$ cat config.mk
export PLATFORM = sky130hd
export DESIGN_NAME = tfd_row
export DESIGN_NICKNAME = d
export VERILOG_FILES = /design/src/sv/tfd_pkg.sv /design/src/sv/tfd_cell.sv /design/src/sv/tfd_row.sv
export SDC_FILE = /design/constraint.sdc
export NUM_CORES = 1
export LEC_CHECK = 0
export ABC_AREA = 1
export BUFFER_PORTS_ARGS = -buffer_cell sky130_fd_sc_hd__buf_2
export CORE_AREA = 4 4 105 107
export DETAILED_ROUTE_END_ITERATION = 10
export DIE_AREA = 0 0 109 111
export PLACE_DENSITY_LB_ADDON = 0.15
export SLEW_MARGIN = 20
export SYNTH_ARGS = -nofsm -noshare
export SYNTH_HDL_FRONTEND = slang
export SYNTH_HIERARCHICAL = 1
export SYNTH_SLANG_ARGS = --single-unit
export TNS_END_PERCENT = 20
$ cat constraint.sdc
create_clock -name i_clk -period 0.8 [get_ports i_clk]
set_input_delay 0.08 -clock i_clk [delete_from_list [all_inputs] [get_ports i_clk]]
set_output_delay 0.08 -clock i_clk [all_outputs]
set_load 0.02 [all_outputs]
$ cat src/sv/tfd_pkg.sv
// Shared widths, frame layout constants and types for the telemetry frame deframer.
package tfd_pkg;

    localparam int BYTE_W      = 8;
    localparam int FRAME_LEN   = 21;
    localparam int ROW_LEN     = FRAME_LEN - 1;
    localparam int COUNT_W     = 5;
    localparam int PAYLOAD_LEN = 11;

    // Frame positions
    localparam int POS_TYPE    = 4;
    localparam int POS_PAYLOAD = 5;
    localparam int POS_TRAIL   = 18;

    localparam logic [BYTE_W-1:0] SYNC_BYTE = 8'h7E;
    localparam logic [BYTE_W-1:0] TYPE_BYTE = 8'h01;
    localparam logic [BYTE_W-1:0] TRAIL_E   = 8'h45;
    localparam logic [BYTE_W-1:0] TRAIL_N   = 8'h4E;
    localparam logic [BYTE_W-1:0] TRAIL_D   = 8'h44;

    localparam logic [COUNT_W-1:0] COUNT_ONE  = COUNT_W'(1);
    localparam logic [COUNT_W-1:0] COUNT_LAST = COUNT_W'(FRAME_LEN - 1);

    typedef logic [BYTE_W-1:0]                 t_byte;
    typedef logic [ROW_LEN-1:0][BYTE_W-1:0]     t_row;
    typedef logic [PAYLOAD_LEN-1:0][BYTE_W-1:0] t_payload;
    typedef logic [COUNT_W-1:0]                t_count;

endpackage

$ cat src/sv/tfd_cell.sv
// One byte cell of the frame row: loads its neighbor's byte on each shift.
module tfd_cell
    import tfd_pkg::*;
(
    input  logic  i_clk,
    input  logic  i_shift,
    input  t_byte i_d,
    output t_byte o_q
);

    t_byte r_q;

    always_ff @(posedge i_clk) begin
        if (i_shift) begin
            r_q <= i_d;
        end
    end

    assign o_q = r_q;

endmodule

$ cat src/sv/tfd_row.sv
// Row of byte cells holding the most recent bytes, newest in cell 0.
module tfd_row
    import tfd_pkg::*;
(
    input  logic  i_clk,
    input  logic  i_shift,
    input  t_byte i_rx_byte,
    output t_row  o_row
);

    genvar k;
    generate
        for (k = 0; k < ROW_LEN; k++) begin : g_cell
            if (k == 0) begin : g_head
                tfd_cell u_cell (
                    .i_clk  (i_clk),
                    .i_shift(i_shift),
                    .i_d    (i_rx_byte),
                    .o_q    (o_row[k])
                );
            end else begin : g_link
                tfd_cell u_cell (
                    .i_clk  (i_clk),
                    .i_shift(i_shift),
                    .i_d    (o_row[k-1]),
                    .o_q    (o_row[k])
                );
            end
        end
    endgenerate

endmodule

After elaboration in Yosys (flattened, before gate mapping)
Index checks and enable logic that the tools add are counted.

word-level totals
  input port bits = 10
  output and inout bits = 160
  bits in registers = 160
  word-level logic and storage cells = 20

Longest topological paths before layout
  word-level depth = 0
  depth in mapped cells = 0
  depth with buffers taken out = 0

Cells and area by module
Netlist, hierarchy kept.

by module, submodules not included
  module    cells each  sequential area each (sq um)  area each (sq um)  times used
  tfd_cell  8           240.2                         240.2              20

Worst setup path before layout
No wires, ideal clock.

  kind = register to register
  from = reg g_cell[9].g_link.u_cell.r_q[0]
  to = reg g_cell[10].g_link.u_cell.r_q[0] (data pin)
  stages on the path, launching flop included = 1
  buffers on the path = 0
  setup slack = 0.036 ns
  clock period less this slack = 0.764 ns
  data arrival time = 0.459 ns
  setup time = 0.305 ns
  path through = edfxtp_1

RTL lines
  item                    RTL line        RTL
  start, declared         tfd_cell.sv:11  t_byte r_q;
  start signal, assigned  tfd_cell.sv:15  r_q <= i_d;
  end signal, assigned    tfd_cell.sv:15
  end, declared           tfd_cell.sv:11

No word-level cell between the ends.

Worst setup path after layout
  from = reg g_cell[1].g_link.u_cell.r_q[7]
  to = out o_row[15] (netlist name)

RTL lines
  item                    RTL line        RTL
  start, declared         tfd_cell.sv:11
  start signal, assigned  tfd_cell.sv:15
  end, declared           tfd_row.sv:8    output t_row o_row

No word-level cell between the ends.

==> run_results.csv <==
group,metric,value,unit
run_status,outcome,"complete, but fails checks",
run_status,violations,"negative setup slack",
final_layout,finish.utilization,70.6,%
detailed_routing,ant_nets,0,
timing,relSlewSlack,80.9,%
min_path,hp-class,"in2reg",
pwr,comb_power_share,8.5,%
floorplanning,die_x,109,um
pwr,p_int,15.2,mW
timing,min_period,1.20,ns
cts,htree_levels,4,
final_layout,insertedDiodeCount,0,
placement,dp.final_hpwl,5900,um
setup_path,worstSetupStartpointType,"register",
logic_synthesis,yosysSeqAreaShare,100,%
grt,grt_max_degree,37,
logic_synthesis,synth_nets,170,
timing,finalSetupViolCount,176,
logic_synthesis,synth_cell_types,1,
timing,worst_slack,-0.401,ns
setup_path,crit_required,0.72,ns
logic_synthesis,yosys-top-cells-area,"edfxtp_1 100%",
setup_path,cp_top_family,"flip-flops",
logic_synthesis,syn_inst,160,
final_layout,layout-drive-gt1-share,55.9,%
grt,grtUsageTotal,15.2,%
timing,final_hold_viol_count,0,
placement,gp_congestion,0.682,
job,drv_cap,0,
timing,finalCritPeriodShare,150,%
timing,final.setup.tns,-55.99,ns
cts,clockBufferDepth,2,
logic_synthesis,synth_top_area_share,100,%
setup_path,path_cells,"buf_6",
cts,cts_buffers,17,
logic_synthesis,avgSynthCellArea,30.0,um^2
cts,clock-root-buffer,"clkbuf_8",
final_layout,multi_input_comb_area,0,um^2
setup_path,crit_path_top_delay_cell,"edfxtp_1",
setup_path,criticalPathCategory,"reg2out",
cts,cts_tree,"built",
floorplanning,core,10100,um^2
floorplanning,io_pins,170,
placement,dp_cells,471,
setup_path,endpoint_kind,"output pin",
detailed_routing,drc,0,
pwr,p_seq_share,52.3,%
timing,rsz0062_at_grt,"yes",
detailed_routing,drt_wl_total,9420,um
timing,report.final.slew_viol_count,0,
placement,portBuffers,169,
logic_synthesis,synth_top_area_cell,"edfxtp_1",
floorplanning,rows,37,
floorplanning,start_util,47.4,%
timing,worst_pin_slew,0.287,ns
grt,grt_pass1_vias,2451,
detailed_routing,drt_iter0_markers,84,
setup_path,path_max_fanout,2,
logic_synthesis,async_flop_share,0,%
detailed_routing,num_vias,2452,
floorplanning,die_area,12100,um^2
timing,fmaxAchievable,832,MHz
detailed_routing,post_drt_wl_per_cell,17.4,um
pwr,peakVddDrop,1740,uV
grt,grt-ovfl-total,0,
cts,clock_latency,0.51,ns
logic_synthesis,synth_edf_count,160,
setup_path,path_buf_inv,1,
final_layout,nFillCells,642,
logic_synthesis,yosysWarnings,6,
final_layout,num-multi-input-gates,0,
pwr,p_clk_share,39.2,%
logic_synthesis,synthesis.area,4800,um^2
logic_synthesis,synth_most_common_cell,"edfxtp_1",
timing,fin_skew,0.00514,ns
logic_synthesis,ys.flop_type,"edfxtp_1",
setup_path,max_stage_delay,0.44,ns
final_layout,nets,401,
logic_synthesis,ys_ff_latch,160,
cts,clk_pin_slew_worst_paths,0.06,ns
pwr,power.switching,4.07,mW
pwr,powerDensity,2690,nW/um^2
setup_path,arrival,1.12,ns
logic_synthesis,synth_common_cells,"160 x edfxtp_1",
final_layout,finalNonFillerCells,540,
pwr,swShare,21.1,%
floorplanning,die_y,111,um
detailed_routing,dr.pass1.iters,4,
grt,antenna_found_initial,0,
pwr,p_leak,2.85,nW
detailed_routing,viasPerCell,4.54,
grt,grt_pass1_wl,13400,um
cts,clock-sinks,160,
final_layout,area_growth,49.0,%
-- cells in the final DEF (no fill, tap or decap) --
cell	instances
clkbuf_8	1
clkbuf_16	16
edfxtp_1	160
clkinv_1	4
buf_2	110
buf_4	26
clkbuf_1	6
bufinv_16	3
clkinv_2	2
buf_12	5
buf_6	62
clkbuf_4	1
dlygate4sd3_1	8
-- power by group through the flow --
stage,Clock (mW),Sequential (mW),Combinational (mW)
6_report,7.54,10.1,1.63
5_1_grt,8.19,10.1,1.71
4_1_cts,7.68,10.0,1.50
3_5_place_dp,0,10.2,1.30
3_3_place_gp,0,10.1,1.30
2_1_floorplan,0,10.8,0
-- cell type report --
class	instances	area, um^2	share of cell area, %
flip-flops and latches	160	4800	67.1
repair buffers	212	1630	22.8
clock buffers	23	437	6.10
well taps	136	170	2.38
clock inverters	9	115	1.61
-- metal layers --
metal	vias to the layer above	part of all wire, %	global-route usage [%]	wire length, um
li1	1123	-	-	-
met1	1197	39	18.6	3660
met2	120	49	23.0	4640
met3	12	10	7.16	979
met4	0	1.4	6.82	136
met5	-	0	0	0
-- final timing paths --
path	start	endpoint	slack, ns	depth (start not counted)
setup / recovery	g_cell[1].g_link.u_cell/o_q[7]$_DFFE_PP_	o_row[15]	-0.40	1
hold / removal	i_shift	g_cell[2].g_link.u_cell/o_q[2]$_DFFE_PP_	0.04	2
setup reg to reg	g_cell[5].g_link.u_cell/o_q[4]$_DFFE_PP_	g_cell[6].g_link.u_cell/o_q[4]$_DFFE_PP_	-0.12	2
hold reg to reg	g_cell[11].g_link.u_cell/o_q[1]$_DFFE_PP_	g_cell[12].g_link.u_cell/o_q[1]$_DFFE_PP_	0.44	0
-- registers in the layout (all words and copies together) (netlist names) --
signal	count
g_cell.g_link.u_cell/o_q	152
g_cell.g_head.u_cell/o_q	8
-- what timing repair did --
action / CTS / global route
hold buffers: 8 / 0
buffers inserted: 14 / 15
endpoints found under the hold margin: 8 / 0
setup endpoints to repair: 160 / 170
gates cloned: 0 / 0
gates resized for setup: 66 / 53
-- cells by family after synthesis --
family	share of synthesized area [%]
flip-flops	100
-- stage by stage --
step / power, mW / worst slack, ns / cell area, um^2 / hold slack, ns
CTS: 19.2 / -0.415 / 6880 / 0.0140
global route: 20.0 / -0.452 / 7160 / 0.0179
global placement: 11.4 / 0.0226 / 5930 / 0.256
detailed placement: 11.5 / -0.0000889 / 5930 / 0.260
finish: 19.2 / -0.401 / 7160 / 0.0366
floorplan: 10.8 / 0.0360 / 4800 / 0.179
Note: power is estimated with default switching activity, not from simulation.
